--- src/sv/pee_pkg.sv ---
// ----------------------------------------------------------------------------
// pee_pkg
// Shared types and constants of the percent escape encoder.
// ----------------------------------------------------------------------------
package pee_pkg;

  localparam logic [1:0] MODE_BINARY = 2'd0;
  localparam logic [1:0] MODE_ALL    = 2'd1;
  localparam logic [1:0] MODE_TEXT   = 2'd2;
  localparam logic [1:0] MODE_SPARE  = 2'd3;

  localparam int QUEUE_DEPTH = 2;
  localparam int QPTR_W      = $clog2(QUEUE_DEPTH);
  localparam int QCNT_W      = $clog2(QUEUE_DEPTH + 1);

  typedef enum logic [1:0] {
    BODY_NONE,
    BODY_LIT,
    BODY_ESC
  } body_e;

  typedef struct packed {
    logic       head;
    body_e      body;
    logic       tail;
    logic       empty_end;
    logic       last;
    logic [7:0] data;
  } cmd_t;

endpackage

--- src/sv/pee_intf.sv ---
// ----------------------------------------------------------------------------
// pee_intf
// Valid/ready channels of the percent escape encoder.
// ----------------------------------------------------------------------------
interface pee_in_if;
  logic       valid;
  logic       ready;
  logic [7:0] data_byte;
  logic       last_byte;

  modport source (output valid, output data_byte, output last_byte, input ready);
  modport sink (input valid, input data_byte, input last_byte, output ready);
endinterface

interface pee_out_if;
  logic       valid;
  logic       ready;
  logic [7:0] out_byte;
  logic       byte_valid;
  logic       end_of_item;
  logic       end_of_string;

  modport source (output valid, output out_byte, output byte_valid, output end_of_item,
                  output end_of_string, input ready);
  modport sink (input valid, input out_byte, input byte_valid, input end_of_item,
                input end_of_string, output ready);
endinterface

interface pee_cfg_if;
  logic       valid;
  logic       ready;
  logic [1:0] escape_mode;

  modport source (output valid, output escape_mode, input ready);
  modport sink (input valid, input escape_mode, output ready);
endinterface

--- src/sv/pee_front.sv ---
// ----------------------------------------------------------------------------
// pee_front
// Accepts raw bytes, classifies them and queues at most one command per item.
// ----------------------------------------------------------------------------
module pee_front (
  input  logic          clk_i,
  input  logic          rst_ni,
  pee_cfg_if.sink       cfg_ch,
  pee_in_if.sink        in_ch,
  input  logic          q_ready_i,
  output logic          q_push_o,
  output pee_pkg::cmd_t q_cmd_o
);
  import pee_pkg::*;

  logic [1:0] escape_mode_q;
  logic       in_string_q, in_string_d;
  logic       text_stopped_q, text_stopped_d;
  logic [1:0] mode;
  logic       framed;
  logic       drop;
  logic       accept;
  cmd_t       cmd;

  function automatic logic needs_escape(input logic [1:0] m, input logic [7:0] b);
    logic special;
    logic printable;
    logic space;
    special   = (b == 8'h25) || (b == 8'h3d) || (b == 8'h26) || (b == 8'h0d) ||
                (b == 8'h0a);
    printable = (b >= 8'h20) && (b <= 8'h7e);
    space     = (b >= 8'h09) && (b <= 8'h0d);
    case (m)
      MODE_BINARY: needs_escape = special || (b == 8'h00) || (!printable && !space);
      MODE_TEXT:   needs_escape = special || (b < 8'h20) || (b == 8'h7f);
      default:     needs_escape = 1'b1;
    endcase
  endfunction

  assign cfg_ch.ready = 1'b1;
  assign in_ch.ready  = q_ready_i;
  assign accept       = in_ch.valid && q_ready_i;

  assign mode   = (escape_mode_q == MODE_SPARE) ? MODE_ALL : escape_mode_q;
  assign framed = (mode != MODE_TEXT);
  assign drop   = !framed && (text_stopped_q || (in_ch.data_byte == 8'h00));

  always_comb begin
    cmd.head      = framed && !in_string_q;
    cmd.body      = drop ? BODY_NONE :
                    (needs_escape(mode, in_ch.data_byte) ? BODY_ESC : BODY_LIT);
    cmd.tail      = in_ch.last_byte && framed;
    cmd.empty_end = in_ch.last_byte && drop;
    cmd.last      = in_ch.last_byte;
    cmd.data      = in_ch.data_byte;
  end

  assign q_cmd_o  = cmd;
  assign q_push_o = accept && (cmd.head || (cmd.body != BODY_NONE) || cmd.tail ||
                               cmd.empty_end);

  always_comb begin
    in_string_d    = in_string_q;
    text_stopped_d = text_stopped_q;
    if (accept) begin
      if (in_ch.last_byte) begin
        in_string_d    = 1'b0;
        text_stopped_d = 1'b0;
      end else begin
        in_string_d    = 1'b1;
        text_stopped_d = text_stopped_q || drop;
      end
    end
  end

  always_ff @(posedge clk_i or negedge rst_ni) begin
    if (!rst_ni) begin
      escape_mode_q  <= MODE_BINARY;
      in_string_q    <= 1'b0;
      text_stopped_q <= 1'b0;
    end else begin
      if (cfg_ch.valid) begin
        escape_mode_q <= cfg_ch.escape_mode;
      end
      in_string_q    <= in_string_d;
      text_stopped_q <= text_stopped_d;
    end
  end

  a_push_has_room: assert property (@(posedge clk_i) disable iff (!rst_ni)
    q_push_o |-> q_ready_i)
    else $error("command pushed into a full queue");

  a_text_stop_clears: assert property (@(posedge clk_i) disable iff (!rst_ni)
    (accept && in_ch.last_byte) |=> (!in_string_q && !text_stopped_q))
    else $error("string state kept after last byte");

  a_last_yields_result: assert property (@(posedge clk_i) disable iff (!rst_ni)
    (accept && in_ch.last_byte) |-> q_push_o)
    else $error("last byte produced no command");

endmodule

--- src/sv/pee_queue.sv ---
// ----------------------------------------------------------------------------
// pee_queue
// Short command queue between the classifier and the output sequencer.
// ----------------------------------------------------------------------------
module pee_queue (
  input  logic          clk_i,
  input  logic          rst_ni,
  input  logic          push_i,
  input  pee_pkg::cmd_t push_cmd_i,
  output logic          ready_o,
  input  logic          pop_i,
  output logic          valid_o,
  output pee_pkg::cmd_t pop_cmd_o
);
  import pee_pkg::*;

  cmd_t              entries_q [QUEUE_DEPTH];
  logic [QPTR_W-1:0] wr_ptr_q, rd_ptr_q;
  logic [QCNT_W-1:0] count_q;

  function automatic logic [QPTR_W-1:0] ptr_inc(input logic [QPTR_W-1:0] p);
    ptr_inc = (p == QPTR_W'(QUEUE_DEPTH - 1)) ? '0 : p + 1'b1;
  endfunction

  assign ready_o   = (count_q != QCNT_W'(QUEUE_DEPTH));
  assign valid_o   = (count_q != '0);
  assign pop_cmd_o = entries_q[rd_ptr_q];

  always_ff @(posedge clk_i) begin
    if (push_i) begin
      entries_q[wr_ptr_q] <= push_cmd_i;
    end
  end

  always_ff @(posedge clk_i or negedge rst_ni) begin
    if (!rst_ni) begin
      wr_ptr_q <= '0;
      rd_ptr_q <= '0;
      count_q  <= '0;
    end else begin
      if (push_i) begin
        wr_ptr_q <= ptr_inc(wr_ptr_q);
      end
      if (pop_i) begin
        rd_ptr_q <= ptr_inc(rd_ptr_q);
      end
      if (push_i && !pop_i) begin
        count_q <= count_q + 1'b1;
      end else if (pop_i && !push_i) begin
        count_q <= count_q - 1'b1;
      end
    end
  end

  a_no_overflow: assert property (@(posedge clk_i) disable iff (!rst_ni)
    count_q <= QCNT_W'(QUEUE_DEPTH))
    else $error("queue count beyond depth");

  a_no_underflow: assert property (@(posedge clk_i) disable iff (!rst_ni)
    pop_i |-> valid_o)
    else $error("pop from an empty queue");

endmodule

--- src/sv/pee_back.sv ---
// ----------------------------------------------------------------------------
// pee_back
// Output sequencer: expands each command into head, literal or escaped body and tail, or an empty end mark.
// ----------------------------------------------------------------------------
module pee_back (
  input  logic          clk_i,
  input  logic          rst_ni,
  input  logic          q_valid_i,
  input  pee_pkg::cmd_t q_cmd_i,
  output logic          q_pop_o,
  pee_out_if.source     out_ch
);
  import pee_pkg::*;

  typedef enum logic [2:0] {
    ST_IDLE,
    ST_HEAD,
    ST_PCT,
    ST_HI,
    ST_LO,
    ST_LIT,
    ST_TAIL,
    ST_EMPTY
  } state_e;

  localparam logic [7:0] HEAD_BYTES [4] = '{8'h02, 8'h02, 8'h02, 8'hde};
  localparam logic [7:0] TAIL_BYTES [4] = '{8'hc8, 8'hc2, 8'hc6, 8'hc9};
  localparam logic [7:0] HEX_DIGITS [16] = '{
    8'h30, 8'h31, 8'h32, 8'h33, 8'h34, 8'h35, 8'h36, 8'h37,
    8'h38, 8'h39, 8'h61, 8'h62, 8'h63, 8'h64, 8'h65, 8'h66};

  state_e     st_q, st_d;
  logic [1:0] idx_q, idx_d;
  cmd_t       cmd_q, cmd_d;
  logic       ov_q, ov_d;
  logic [7:0] ob_q, ob_d;
  logic       bv_q, bv_d;
  logic       eoi_q, eoi_d;
  logic       eos_q, eos_d;
  logic       advance;
  state_e     nxt;
  logic [1:0] nxt_idx;
  logic [7:0] cur_byte;
  logic       done;

  function automatic state_e after_body(input cmd_t c);
    after_body = c.tail ? ST_TAIL : ST_IDLE;
  endfunction

  function automatic state_e body_first(input cmd_t c);
    case (c.body)
      BODY_ESC: body_first = ST_PCT;
      BODY_LIT: body_first = ST_LIT;
      default:  body_first = c.tail ? ST_TAIL : (c.empty_end ? ST_EMPTY : ST_IDLE);
    endcase
  endfunction

  function automatic state_e first_state(input cmd_t c);
    first_state = c.head ? ST_HEAD : body_first(c);
  endfunction

  always_comb begin
    nxt      = ST_IDLE;
    nxt_idx  = '0;
    cur_byte = 8'h00;
    case (st_q)
      ST_HEAD: begin
        cur_byte = HEAD_BYTES[idx_q];
        if (idx_q != 2'd3) begin
          nxt     = ST_HEAD;
          nxt_idx = idx_q + 1'b1;
        end else begin
          nxt = body_first(cmd_q);
        end
      end
      ST_PCT: begin
        cur_byte = 8'h25;
        nxt      = ST_HI;
      end
      ST_HI: begin
        cur_byte = HEX_DIGITS[cmd_q.data[7:4]];
        nxt      = ST_LO;
      end
      ST_LO: begin
        cur_byte = HEX_DIGITS[cmd_q.data[3:0]];
        nxt      = after_body(cmd_q);
      end
      ST_LIT: begin
        cur_byte = cmd_q.data;
        nxt      = after_body(cmd_q);
      end
      ST_TAIL: begin
        cur_byte = TAIL_BYTES[idx_q];
        if (idx_q != 2'd3) begin
          nxt     = ST_TAIL;
          nxt_idx = idx_q + 1'b1;
        end
      end
      default: begin
        cur_byte = 8'h00;
        nxt      = ST_IDLE;
      end
    endcase
  end

  assign done    = (nxt == ST_IDLE);
  assign advance = !ov_q || out_ch.ready;

  always_comb begin
    st_d    = st_q;
    idx_d   = idx_q;
    cmd_d   = cmd_q;
    ov_d    = ov_q;
    ob_d    = ob_q;
    bv_d    = bv_q;
    eoi_d   = eoi_q;
    eos_d   = eos_q;
    q_pop_o = 1'b0;
    if (advance) begin
      if (st_q != ST_IDLE) begin
        ov_d  = 1'b1;
        ob_d  = cur_byte;
        bv_d  = (st_q != ST_EMPTY);
        eoi_d = done;
        eos_d = done && cmd_q.last;
        if (!done) begin
          st_d  = nxt;
          idx_d = nxt_idx;
        end else if (q_valid_i) begin
          q_pop_o = 1'b1;
          cmd_d   = q_cmd_i;
          st_d    = first_state(q_cmd_i);
          idx_d   = '0;
        end else begin
          st_d = ST_IDLE;
        end
      end else begin
        ov_d = 1'b0;
        if (q_valid_i) begin
          q_pop_o = 1'b1;
          cmd_d   = q_cmd_i;
          st_d    = first_state(q_cmd_i);
          idx_d   = '0;
        end
      end
    end
  end

  always_ff @(posedge clk_i or negedge rst_ni) begin
    if (!rst_ni) begin
      st_q  <= ST_IDLE;
      idx_q <= '0;
      ov_q  <= 1'b0;
    end else begin
      st_q  <= st_d;
      idx_q <= idx_d;
      ov_q  <= ov_d;
    end
  end

  always_ff @(posedge clk_i) begin
    cmd_q <= cmd_d;
    ob_q  <= ob_d;
    bv_q  <= bv_d;
    eoi_q <= eoi_d;
    eos_q <= eos_d;
  end

  assign out_ch.valid         = ov_q;
  assign out_ch.out_byte      = ob_q;
  assign out_ch.byte_valid    = bv_q;
  assign out_ch.end_of_item   = eoi_q;
  assign out_ch.end_of_string = eos_q;

  a_empty_is_zero: assert property (@(posedge clk_i) disable iff (!rst_ni)
    (ov_q && !bv_q) |-> (ob_q == 8'h00 && eos_q))
    else $error("empty result carries a byte or misses the end mark");

  a_eos_ends_item: assert property (@(posedge clk_i) disable iff (!rst_ni)
    (ov_q && eos_q) |-> eoi_q)
    else $error("end of string without end of item");

  a_pop_only_between: assert property (@(posedge clk_i) disable iff (!rst_ni)
    q_pop_o |-> (st_q == ST_IDLE || done))
    else $error("command fetched while another is still being expanded");

endmodule

--- src/sv/percent_escape_encoder.sv ---
// ----------------------------------------------------------------------------
// percent_escape_encoder
// Percent-escapes a byte string into lowercase hex, one result byte per transfer.
// ----------------------------------------------------------------------------
// An input transfer is taken in any cycle in which the two-entry command queue
// has room, so bytes may arrive back to back; the output side then sets the
// pace. The output stage sends one result per cycle while the output is ready;
// an item yields one byte when passed through, three when escaped, plus four head
// bytes before the first byte and four tail bytes after the last byte of a framed
// string, up to 11 in all. Input and output stall independently of each other.
module percent_escape_encoder (
  input  logic      clk_i,
  input  logic      rst_ni,
  pee_cfg_if.sink   cfg_ch,
  pee_in_if.sink    in_ch,
  pee_out_if.source out_ch
);
  import pee_pkg::*;

  logic q_push;
  logic q_ready;
  logic q_valid;
  logic q_pop;
  cmd_t push_cmd;
  cmd_t pop_cmd;

  pee_front u_front (
    .clk_i     (clk_i),
    .rst_ni    (rst_ni),
    .cfg_ch    (cfg_ch),
    .in_ch     (in_ch),
    .q_ready_i (q_ready),
    .q_push_o  (q_push),
    .q_cmd_o   (push_cmd)
  );

  pee_queue u_queue (
    .clk_i      (clk_i),
    .rst_ni     (rst_ni),
    .push_i     (q_push),
    .push_cmd_i (push_cmd),
    .ready_o    (q_ready),
    .pop_i      (q_pop),
    .valid_o    (q_valid),
    .pop_cmd_o  (pop_cmd)
  );

  pee_back u_back (
    .clk_i     (clk_i),
    .rst_ni    (rst_ni),
    .q_valid_i (q_valid),
    .q_cmd_i   (pop_cmd),
    .q_pop_o   (q_pop),
    .out_ch    (out_ch)
  );

endmodule
--- src/flat_wrapper.sv ---
// flat-port wrapper written by rule: the top's interface ports become plain ports
module percent_escape_encoder_flat import pee_pkg::*;
  (clk_i, rst_ni, cfg_ch_valid, cfg_ch_escape_mode, cfg_ch_ready, in_ch_valid, in_ch_data_byte, in_ch_last_byte, in_ch_ready, out_ch_valid, out_ch_out_byte, out_ch_byte_valid, out_ch_end_of_item, out_ch_end_of_string, out_ch_ready);
  pee_cfg_if cfg_ch_i ();
  pee_in_if in_ch_i ();
  pee_out_if out_ch_i ();
  input  logic clk_i;
  input  logic rst_ni;
  input wire logic [$bits(cfg_ch_i.valid)-1:0] cfg_ch_valid;
  input wire logic [$bits(cfg_ch_i.escape_mode)-1:0] cfg_ch_escape_mode;
  output wire logic [$bits(cfg_ch_i.ready)-1:0] cfg_ch_ready;
  input wire logic [$bits(in_ch_i.valid)-1:0] in_ch_valid;
  input wire logic [$bits(in_ch_i.data_byte)-1:0] in_ch_data_byte;
  input wire logic [$bits(in_ch_i.last_byte)-1:0] in_ch_last_byte;
  output wire logic [$bits(in_ch_i.ready)-1:0] in_ch_ready;
  output wire logic [$bits(out_ch_i.valid)-1:0] out_ch_valid;
  output wire logic [$bits(out_ch_i.out_byte)-1:0] out_ch_out_byte;
  output wire logic [$bits(out_ch_i.byte_valid)-1:0] out_ch_byte_valid;
  output wire logic [$bits(out_ch_i.end_of_item)-1:0] out_ch_end_of_item;
  output wire logic [$bits(out_ch_i.end_of_string)-1:0] out_ch_end_of_string;
  input wire logic [$bits(out_ch_i.ready)-1:0] out_ch_ready;
  assign cfg_ch_i.valid = cfg_ch_valid;
  assign cfg_ch_i.escape_mode = cfg_ch_escape_mode;
  assign cfg_ch_ready = cfg_ch_i.ready;
  assign in_ch_i.valid = in_ch_valid;
  assign in_ch_i.data_byte = in_ch_data_byte;
  assign in_ch_i.last_byte = in_ch_last_byte;
  assign in_ch_ready = in_ch_i.ready;
  assign out_ch_valid = out_ch_i.valid;
  assign out_ch_out_byte = out_ch_i.out_byte;
  assign out_ch_byte_valid = out_ch_i.byte_valid;
  assign out_ch_end_of_item = out_ch_i.end_of_item;
  assign out_ch_end_of_string = out_ch_i.end_of_string;
  assign out_ch_i.ready = out_ch_ready;
  percent_escape_encoder u_core (.clk_i(clk_i), .rst_ni(rst_ni), .cfg_ch(cfg_ch_i), .in_ch(in_ch_i), .out_ch(out_ch_i));
endmodule
--- config.mk ---
export PLATFORM = sky130hd
export DESIGN_NAME = percent_escape_encoder_flat
export DESIGN_NICKNAME = d
export VERILOG_FILES = /design/src/sv/pee_pkg.sv /design/src/sv/pee_intf.sv /design/src/sv/pee_front.sv /design/src/sv/pee_queue.sv /design/src/sv/pee_back.sv /design/src/sv/percent_escape_encoder.sv /design/src/flat_wrapper.sv
export SDC_FILE = /design/constraint.sdc
export NUM_CORES = 1
export LEC_CHECK = 0
export BUFFER_PORTS_ARGS = -buffer_cell sky130_fd_sc_hd__buf_2
export CORE_ASPECT_RATIO = 1.4
export CORE_MARGIN = 2
export CORE_UTILIZATION = 50
export DETAILED_ROUTE_END_ITERATION = 8
export GPL_TIMING_DRIVEN = 1
export PLACE_DENSITY = 0.71
export REMOVE_ABC_BUFFERS = 1
export SLEW_MARGIN = 10
export SYNTH_ARGS = -nofsm -noshare
export SYNTH_HDL_FRONTEND = slang
export SYNTH_SLANG_ARGS = --single-unit
export TNS_END_PERCENT = 5
--- constraint.sdc ---
create_clock -name clk_i -period 5.9 [get_ports clk_i]
set_clock_uncertainty 0.2 [all_clocks]
set_input_delay 1.18 -clock clk_i [delete_from_list [all_inputs] [get_ports clk_i]]
set_output_delay 1.18 -clock clk_i [all_outputs]
set_load 0.02 [all_outputs]
* Word level (Yosys, flattened, before mapping) *
Memory sizes are Yosys's and may differ from the RTL's.
Index checks and enable logic that the tools add are counted.

storage, ports and cells
  word-level logic and storage cells = 158
  flip-flop bits (word level) = 39
  memory bits (read-only) = 256
  bits in writable memories = 28
  output and inout port bits = 14
  memories = 3
  bits of input ports = 16

operators by class
  equality and inequality tests = 23
  bitwise logic cells = 3
  muxes and demuxes = 51
  magnitude comparators = 8
  add/subtract/negate cells = 5
  reductions and logical operators = 46

memory list
  name                      depth  bits a word  read ports  clocked after Yosys merged registers in  wr ports  line             source
  (no name shown)           16     8            1           0                                        0         pee_back.sv:85   cur_byte = HEX_DIGITS[cmd_q.data[3:0]];
  (no name shown)           16     8            1           0                                        0         pee_back.sv:81   cur_byte = HEX_DIGITS[cmd_q.data[7:4]];
  u_core.u_queue.entries_q  2      14           1           0                                        1         pee_queue.sv:17  cmd_t entries_q [QUEUE_DEPTH];

operators by type and width
  operator                                                                             number
  8-bit 2-to-1 mux                                                                     8
  8-bit case mux with 6 select lines                                                   1
  14-bit 2-to-1 mux                                                                    3
  3-bit 2-to-1 mux                                                                     12
  8-bit binary-select mux with 2-bit select                                            2
  8-bit by 6-bit equality test with 1-bit output, second input constant                3
  2-bit 2-to-1 mux                                                                     10
  8-bit by 4-bit equality test with 1-bit output, second input constant                2
  3-bit case mux with 5 select lines                                                   1
  1-bit logical OR                                                                     14
  1-bit logical AND                                                                    12
  3-bit case mux with 2 select lines                                                   2
  1-bit 2-to-1 mux                                                                     11
  5-bit greater-or-equal comparator, second input constant                             2
  4-bit NOT with 5-bit output                                                          2
  3-bit equality test, second input constant                                           3
  2-bit equality test, second input constant                                           4
  8-bit by 7-bit equality test with 1-bit output, second input constant                1
  8-bit by 4-bit greater-or-equal comparator with 1-bit output, second input constant  1
  8-bit by 6-bit greater-or-equal comparator with 1-bit output, second input constant  1
  8-bit by 4-bit <= comparator with 1-bit output, second input constant                1
  8-bit by 7-bit <= comparator with 1-bit output, second input constant                1
  8-bit zero test                                                                      1
  8-bit by 6-bit less-than comparator with 1-bit output, second input constant         1
  other kinds (18)                                                                     37

* Longest topological paths before layout *
Gate-level depths: netlist of run 1.

  word-level depth = 19
  gate-level depth with buffers = 10
  gate-level depth less buffers = 9

* Modules after synthesis *
From an unflattened synthesis of run 1, not the netlist that was laid out.

second synthesis, totals
  cell total of the unflattened synthesis = 298
  area total of the unflattened synthesis = 3519.6 µm²

modules (own cells, without submodules)
  module     sequential area each (µm²)  area each (µm²)  times used  cells an instance
  pee_back   870.8                       1740.4           1           177
  pee_queue  940.9                       1252.5           1           60
  pee_front  100.1                       526.8            1           61

* Worst setup path before layout of run 1 *
OpenSTA, ideal clock, no wires.

  path type = in2reg
  from = in in_ch_data_byte[5]
  to = reg u_core.u_queue.count_q[1]
  library setup time = 0.079 ns
  required time = 5.621 ns
  slack = 2.773 ns
  stages on the path = 8
  path buffers = 0
  arrival time = 2.848 ns
  cells stage by stage = nor3_1 -> a31oi_1 -> o41ai_1 -> inv_1 -> ha_1 -> xor2_1 -> nor2_1 -> xor2_1

on the way
  longest elaborated chain between the ends = 18
  elaborated cells between the ends (all ways) = 41
  those cells by class = order compare: 5; eq/ne: 6; mux: 4; reduce/logical: 26

ends and longest elaborated chain
  item                                                                                                                   line                          source
  start: declaration                                                                                                     flat_wrapper.sv:13            input wire logic [$bits(in_ch_i.data_byte)-1:0] in_ch_data_byte;
  parallel branches: the longest is 13 deep, another holds 8-bit by 6-bit greater-or-equal comparator with 1-bit output  -
  1-bit logical OR *                                                                                                     pee_front.sv:59               assign q_push_o = accept && (cmd.head || (cmd.body != BODY_NONE) || cmd.tail ||
  1-bit logical AND *                                                                                                    pee_front.sv:59
  named net u_core.q_push                                                                                                percent_escape_encoder.sv:20  logic q_push;
  1-bit zero test                                                                                                        pee_queue.sv:49               end else if (pop_i && !push_i) begin
  1-bit logical AND                                                                                                      pee_queue.sv:49
  2-bit nonzero test (no source line)                                                                                    -
  end signal: assignment                                                                                                 pee_queue.sv:48               count_q <= count_q + 1'b1;
  end signal: assignment                                                                                                 pee_queue.sv:50               count_q <= count_q - 1'b1;
  end: declaration                                                                                                       pee_queue.sv:19               logic [QCNT_W-1:0] count_q;

Mark *: on every way through the listed nets, which the timed path passes.
A chain may end at the register's enable or synchronous reset.

* Worst setup path after layout of run 1 *
  from = in in_ch_data_byte[5]
  to = mem u_core.u_queue.entries_q[1][3] in the netlist's numbering, enable pin

on the way
  longest elaborated chain between the ends = 17
  elaborated cells between the ends (all ways) = 38
  those cells by class = order compare: 5; eq/ne: 6; mux: 5; reduce/logical: 22

ends and longest elaborated chain
  item                                                                                                                   line             source
  parallel branches: the longest is 13 deep, another holds 8-bit by 6-bit greater-or-equal comparator with 1-bit output  -
  1-bit logical OR *                                                                                                     pee_front.sv:59
  1-bit logical AND *                                                                                                    pee_front.sv:59
  1-bit 2-to-1 mux *                                                                                                     pee_queue.sv:30  if (push_i) begin
  1-bit 2-to-1 mux (not written as such) *                                                                               pee_queue.sv:31  entries_q[wr_ptr_q] <= push_cmd_i;
  end: declaration                                                                                                       pee_queue.sv:17

Mark *: on every way between the ends.

==> results of run 1 <==
power by group through the flow:
stage               registers, mW  clock network (mW)  logic, mW
detailed placement          0.871                   0      0.686
global route                0.887               0.388      0.767
floorplan                   0.882                   0      0.485
CTS                         0.861               0.371      0.689
global placement            0.864                   0      0.676
finish                      0.863               0.362      0.684
cell usage after synthesis (4+ instances only):
cell	number	area share
ha_1	11	0.041
a21oi_1	7	0.010
nor3_1	9	0.013
nand2b_1	8	0.015
nand2_1	16	0.018
and2_1	4	0.0074
mux2_2	12	0.040
edfxtp_1	52	0.46
nor2_1	16	0.018
o21ai_0	14	0.021
nand3_1	6	0.0089
inv_1	19	0.021
dfrtp_1	14	0.10
nor2b_1	4	0.0074
clkbuf_1	6	0.0066
a31oi_1	9	0.017
sequential cells by signal, indices dropped and copies added (netlist names), 2 cells and up:
signal                         count
u_core.u_queue.entries_q          28
u_core.u_back.cmd_q               13
u_core.u_back.out_ch.out_byte      8
u_core.u_back.st_q                 3
u_core.u_back.idx_q                2
u_core.u_front.escape_mode_q       2
u_core.u_queue.count_q             2
cells by family (layout without fill, tap and decap cells):
logic type,count (synthesis),count (layout)
simple gates,86,86
flops,66,66
compound gates,65,65
buf+inv,32,64
mux,15,15
fa+ha+maj,11,11
xor+xnor,7,7
other cells,1,1
worst min path at each step:
stage	slack, ps	end
3_3_place_gp	290	u_core.u_queue.wr_ptr_q$_DFFE_PN0P_
4_1_cts	300	u_core.u_queue.wr_ptr_q$_DFFE_PN0P_
3_5_place_dp	290	u_core.u_queue.wr_ptr_q$_DFFE_PN0P_
2_1_floorplan	270	u_core.u_queue.wr_ptr_q$_DFFE_PN0P_
5_1_grt	320	u_core.u_queue.wr_ptr_q$_DFFE_PN0P_
6_report	300	u_core.u_queue.wr_ptr_q$_DFFE_PN0P_
per-stage QoR:
stage	cells	power [mW]	instance area, sq um	hold WS, ps
floorplan	271	1.367	3332	268.1
global placement	373	1.541	3565	287.2
detailed placement	373	1.556	3565	294.5
CTS	389	1.920	3759	304.5
global route	389	2.042	3759	317.1
finish	389	1.909	3759	300.6
routing by layer:
metal  vias to the layer above  part of all wire
met5                         -                 0
met4                         0             0.030
met3                        13             0.039
met2                        57              0.52
met1                      1041              0.41
li1                       1119                 -
final cells by class:
class | count | share of cell area
Tap cell | 74 | 0.02463
Clock buffer | 9 | 0.03296
Clock inverter | 7 | 0.01864
Timing Repair Buffer | 28 | 0.03728
Inverter | 20 | 0.01997
Sequential cell | 66 | 0.5087
Multi-Input combinational cell | 185 | 0.3579
==> impl_results.md, run 1 <==
- Post-layout util: 0.5722
- DR WL/cell: 14.72 um
- Clock root buffer: clkbuf_8
- Cell Chain, Critical Path: buf_2 > nor3_1 > a31oi_1 > o41ai_1 > nor2_1
- GR met1 Demand/Resource: 0.1888
- Pleak: around 1.5 nW
- Top FF cell, synth: edfxtp_1
- Clock Sinks: 66
- DRT Pass-1 Iters: 4
- Drt total wl: roughly 5700 um
- Fraction of layout cells with a size suffix above 1: 0.2286
- Yosys reg bits: 66
- Detailed-route DRC error count: 0
- Initial antenna violation count: 0
- Max incr delay on CP: 700 ps
- CORE AREA: about 6600 sq um
- Layout area overhead: 10.89%
- VDD IR-drop max: 0.2562 mV
- Most frequent cells in the layout: 52 x edfxtp_1, 28 x buf_2, 19 x inv_1
- Cells after Synth: 283
- Grt peak-use layer: met2
- # resized after CTS: 0
- Power per Cell Area: 508.0 nW/um^2
- Main combinational cell family by area after synthesis: simple AND/OR/NAND/NOR gates
- CTS tree: built
- CTS clk-pin slew, worst paths: 70 ps
- M2 GR Usage: 0.2940
- DR iter-0 viols: 168
- Worst Setup Path Type: input pin to flop
- Rows: 35
- Post-Synth XOR/XNOR Area: 0.02030
- Setup crit start: in_ch_data_byte[5]
- Vias in the first global route: 2,044
- Max-cap violations: 0
- Nets: 337
- Ys async rst share: 0.2121
- Total CTS buffers: 9
- Worst flop-to-flop path endpoint: u_core.u_back.cmd_q[3]$_DFFE_PP_
- Reg2Reg Setup Slack: 2960 ps
- FF/Latch Area: 1912 sq um
- Slew margin rel.: 0.2259
- Status: finished clean
- YS warnings: 0
- Fmax: 298.0 MHz
- Die area: approximately 7500 sq um
- RSZ-0062 raised after global routing: false
- First-pass GRT wire length: 9508 um
- Worst Max-Slew Pin Slew: approximately 1200 ps
- Mux contribution to synthesized area: 0.04873
- Crit-path slowest cell: o41ai_1
- GP Congestion: 0.7915
- Power share of the clock group: 0.190
- Commonest non-fill, non-tap cell in the layout: edfxtp_1
- GRT Overall Usage: 0.1713
- Post-Place Setup Slack: 2178 ps
- Skew-Pair Late Insertion Delay: 340 ps
- Die Ht: 101.4 um
- P_sw: 0.7011 mW
- Postcts setup bufs: 0
- Fillers: 568
- Largest net degree at the start of global routing: 25
- Final hold vios: 0
- Worst Path Arrival: ~3100 ps
- Switching part of the total: 0.3672
- # H-tree levels: 3
- Critical-path maximum fanout: 14
- DR vias: 2,230
- Min-Delay Path Class: flop to flop
- Reg power frac: 0.452
- Crit. End Element: flop
- Delay-heaviest family, CP: simple AND/OR/NAND/NOR gates
- Routed vias/inst: 5.733
- Initial Util: 0.5160
- Global Route met3 Usage: 0.04179
- R2R depth: 4
- Internal power: approximately 1.2 mW
- WP depth: 5
- Post-synth EDFFs: 52
- Hold path depth: 1
- Syn Area/Cell: 11.98 sq um
- Fraction of the mapped netlist area in adder cells: 0.04061
- Post-route minimum period: 3355 ps
- Fin worst setup slack: 2545 ps
- Port buffer count: 28
- Compound-gate portion of the synthesized area: 0.1417
- Area of the multi-input gates: ~1300 sq um
- Final worst path period share: 0.5687
- Ant diodes: 0
- Crit path buf inv count: 1
- Mapped cell area: 3390 sq um
- Register area share after synthesis: 0.5640
- Total congestion overflow: 0
- Setup-failing EPs final: 0
- CP required: 5670 ps
- Simple-gate share of the synthesized area: 0.1443
- Slew Viols, Final: 0
- Reg2reg start: u_core.u_back.st_q[2]$_DFFE_PN0P_
- Distinct cells, synth: 68
- Setup TNS: 0 ps
- CTS Hold Bufs: 0
- Worst Hold Launch: u_core.u_queue.wr_ptr_q$_DFFE_PN0P_
- CP Launch Type: input pin
- Routed Antenna Nets: 0
- HPWL Detailed: 4152 um
- IO Pins: 30
- CTS Buffer Depth: 2
- Comb power frac: 0.358
- Worst setup path endpoint: u_core.u_queue.entries_q[1][3]$_DFFE_PP_
- DIE WIDTH: between 70 and 80 um
No activity file was read; power rests on OpenSTA's default activity.
==> inputs of run 2 (changes only) <==
Settings changed: ABC_AREA from default to 1.
Clock period 5.9 ns to 3.15 ns, I/O delays scaled along.
==> impl_results.md, run 2 <==
- Status: finished clean
- Power share of the clock group: 0.175
- DR iter-0 viols: 107
- Worst flop-to-flop path endpoint: u_core.u_queue.count_q[1]$_DFFE_PN0P_
- Share of the synthesized area in the top cell type: 0.4573
- Final hold vios: 0
- Largest register FFs: 28
- Hold WS: a little under 300 ps
- Initial antenna violation count: 0
- Max-cap violations: 0
- Initial Util: 0.5164
- IO Pins: 30
- DR WL/cell: approximately 12 um
- CTS clk-pin slew, worst paths: 60 ps
- Worst Path Arrival: 2600 ps
- Postcts setup bufs: 0
- Total congestion overflow: 0
- CP required: between 3000 and 4000 ps
- Die Ht: 101.8 um
- Routed vias/inst: 4.937
- Pwr Total: 3.753 mW
- CP Launch Type: flop
- YS warnings: 0
- Yosys reg bits: 66
- Reg2reg start: u_core.u_back.cmd_q[11]$_DFFE_PP_
- CORE AREA: roughly 6600 sq um
- Post-route minimum period: 2582 ps
- DIE WIDTH: 73.84 um
- Final worst path period share: 0.8196
- GRT Overall Usage: 0.1683
- Ant diodes: 0
- Area after DPL: 3656 sq um
- DRT Pass-1 Iters: 4
- # H-tree levels: 3
- Detailed-route DRC error count: 0
- Yosys top cell by area: edfxtp_1
- Worst Hold End: u_core.u_front.in_string_q$_DFFE_PN0P_
- Clock Sinks: 66
- Most frequent cells in the layout: 73 x nand2_1, 56 x inv_1, 52 x edfxtp_1
- Drt total wl: 5723 um
- Crit. End Element: flop
- Total CTS buffers: 9
- Cell area after layout: approximately 3900 sq um
- Worst Hold Launch: u_core.u_front.in_string_q$_DFFE_PN0P_
- Mapped cell area: 3415 sq um
- Ys async rst share: 0.2121
- Critical-path maximum fanout: 4
- Die area: 7515 sq um
- HPWL Detailed: approximately 4400 um
- Top cell types by occurrence after synthesis: 73 x nand2_1, 56 x inv_1, 52 x edfxtp_1
- Syn Area/Cell: 9.485 sq um
- R2R depth: 13
- CTS Buffer Depth: 2
- Clock root buffer: clkbuf_8
- Slew margin rel.: 0.2354
- Setup TNS: 0 ps
- Reg2Reg Setup Slack: 570 ps
- # resized after CTS: 0
- Vias in the first global route: 2,337
- GP Congestion: 0.8311
- Placed Cells: 477
- Distinct cells, synth: 36
- Largest reg by FF count: u_core.u_queue.entries_q
- Pleak: 1.737 nW
- Power per Cell Area: between 900 and 1000 nW/um^2
- Slew Viols, Final: 0
- Top FF cell, synth: edfxtp_1
- Switching part of the total: 0.4002
- DR vias: between 2,000 and 2,500
- Worst Max-Slew Pin Slew: 1143 ps
- Fin cells: 494
- CTS tree: built
- Register area share after synthesis: 0.5599
- Reg power frac: 0.409
- First-pass GRT wire length: 9522 um
- Hold path depth: 2
- P_sw: 1.502 mW
- RSZ-0062 raised after global routing: false
- Fillers: 575
- Area contributors post-synth: edfxtp_1 46%, dfrtp_1 10%, nand2_1 8.0%
- Nets: 424
- Routed Antenna Nets: 0
- Fraction of layout cells with a size suffix above 1: 0.1791
- VDD IR-drop max: 0.4143 mV
- Skew-Pair Late Insertion Delay: 340 ps
- Fmax: 387.3 MHz
- Post-synth EDFFs: 52
- Setup-failing EPs final: 0
- Port buffer count: 28
- Min-Delay Path Class: flop to flop
- Rows: 35
- Cell with the most instances after synthesis: nand2_1
- Largest net degree at the start of global routing: 18
- Internal power: approximately 2.3 mW
- Cells after Synth: 360
- Commonest non-fill, non-tap cell in the layout: nand2_1
- Layout area overhead: 12.79%
- Worst Setup Path Type: flop to flop
- Comb power frac: 0.416
-- run 2: kinds of logic (layout without fill, tap and decap cells) --
group | count (synthesis) | count (layout) | share of synthesized area
AND/OR/NAND/NOR | 157 | 157 | 0.2129
flip-flops | 66 | 66 | 0.5599
buffers and inverters | 66 | 108 | 0.07732
AO/OA/AOI/OAI | 55 | 55 | 0.09711
adder cells (fa/ha/maj) | 11 | 11 | 0.04031
XOR/XNOR | 2 | 2 | 0.005131
multiplexers | 2 | 2 | 0.006229
other | 1 | 1 | 0.001098
-- run 2: how the worst max path moves through the flow --
stage | from | to | slack, ps | cells after the start
6_report | u_core.u_back.cmd_q[11]$_DFFE_PP_ | u_core.u_queue.count_q[1]$_DFFE_PN0P_ | 570 | 13
5_1_grt | u_core.u_back.idx_q[0]$_DFFE_PN0N_ | u_core.u_queue.count_q[1]$_DFFE_PN0P_ | 380 | 12
4_1_cts | u_core.u_back.cmd_q[11]$_DFFE_PP_ | u_core.u_queue.count_q[1]$_DFFE_PN0P_ | 560 | 13
3_5_place_dp | in_ch_data_byte[7] | u_core.u_queue.entries_q[1][6]$_DFFE_PP_ | 250 | 7
3_3_place_gp | in_ch_data_byte[7] | u_core.u_queue.entries_q[1][4]$_DFFE_PP_ | 300 | 7
2_1_floorplan | u_core.u_back.cmd_q[11]$_DFFE_PP_ | u_core.u_queue.count_q[1]$_DFFE_PN0P_ | 760 | 13
-- run 2: through the flow --
| step | setup slack, ps | util |
|---|---|---|
| floorplan | 755.9 | - |
| global placement | 300.9 | 0.5529 |
| detailed placement | 254.6 | 0.5529 |
| CTS | 557.5 | 0.5824 |
| global route | 380.4 | 0.5824 |
| finish | 568.1 | 0.5824 |
-- run 2: repair_timing --
item	4_1_cts	5_1_grt
hold buffers	1	0
hold endpoints to repair	14	0
setup endpoints to repair	0	0
-- run 2: metal layers --
metal	part of all wire	track usage
met5	0	0
met2	0.55	0.3139
met3	0.030	0.04776
met4	0.030	0.08951
met1	0.39	0.1615
-- run 2: area by class of cell --
cell class	count	area, sq um	share of cell area
clock buffer	10	127.6	0.03314
clock inverter	6	57.56	0.01494
inverter	60	227.7	0.05913
multi-input combinational	228	1239	0.3216
sequential	66	1912	0.4964
tap	92	115.1	0.02989
timing repair buffer	32	172.7	0.04483
-- run 2: power groups by stage --
stage | sequential [mW] | combinational, mW | clock, mW
after floorplan | 1.63 | 1.08 | 0
after global placement | 1.55 | 1.52 | 0
after detailed placement | 1.56 | 1.55 | 0
after CTS | 1.54 | 1.57 | 0.669
after global routing | 1.58 | 1.76 | 0.693
final | 1.54 | 1.56 | 0.655
-- run 2: critical path: stages (launching register included) --
cell      delay (ps)
edfxtp_1         350
inv_1             50
ha_1             330
or2_1            240
nand2_1           80
nor2_2            60
nor2_4           130
nand3_2          130
nor2_2           140
nand2_2           80
ha_1             330
a21oi_1          120
o21ai_0          110
xnor2_1          130
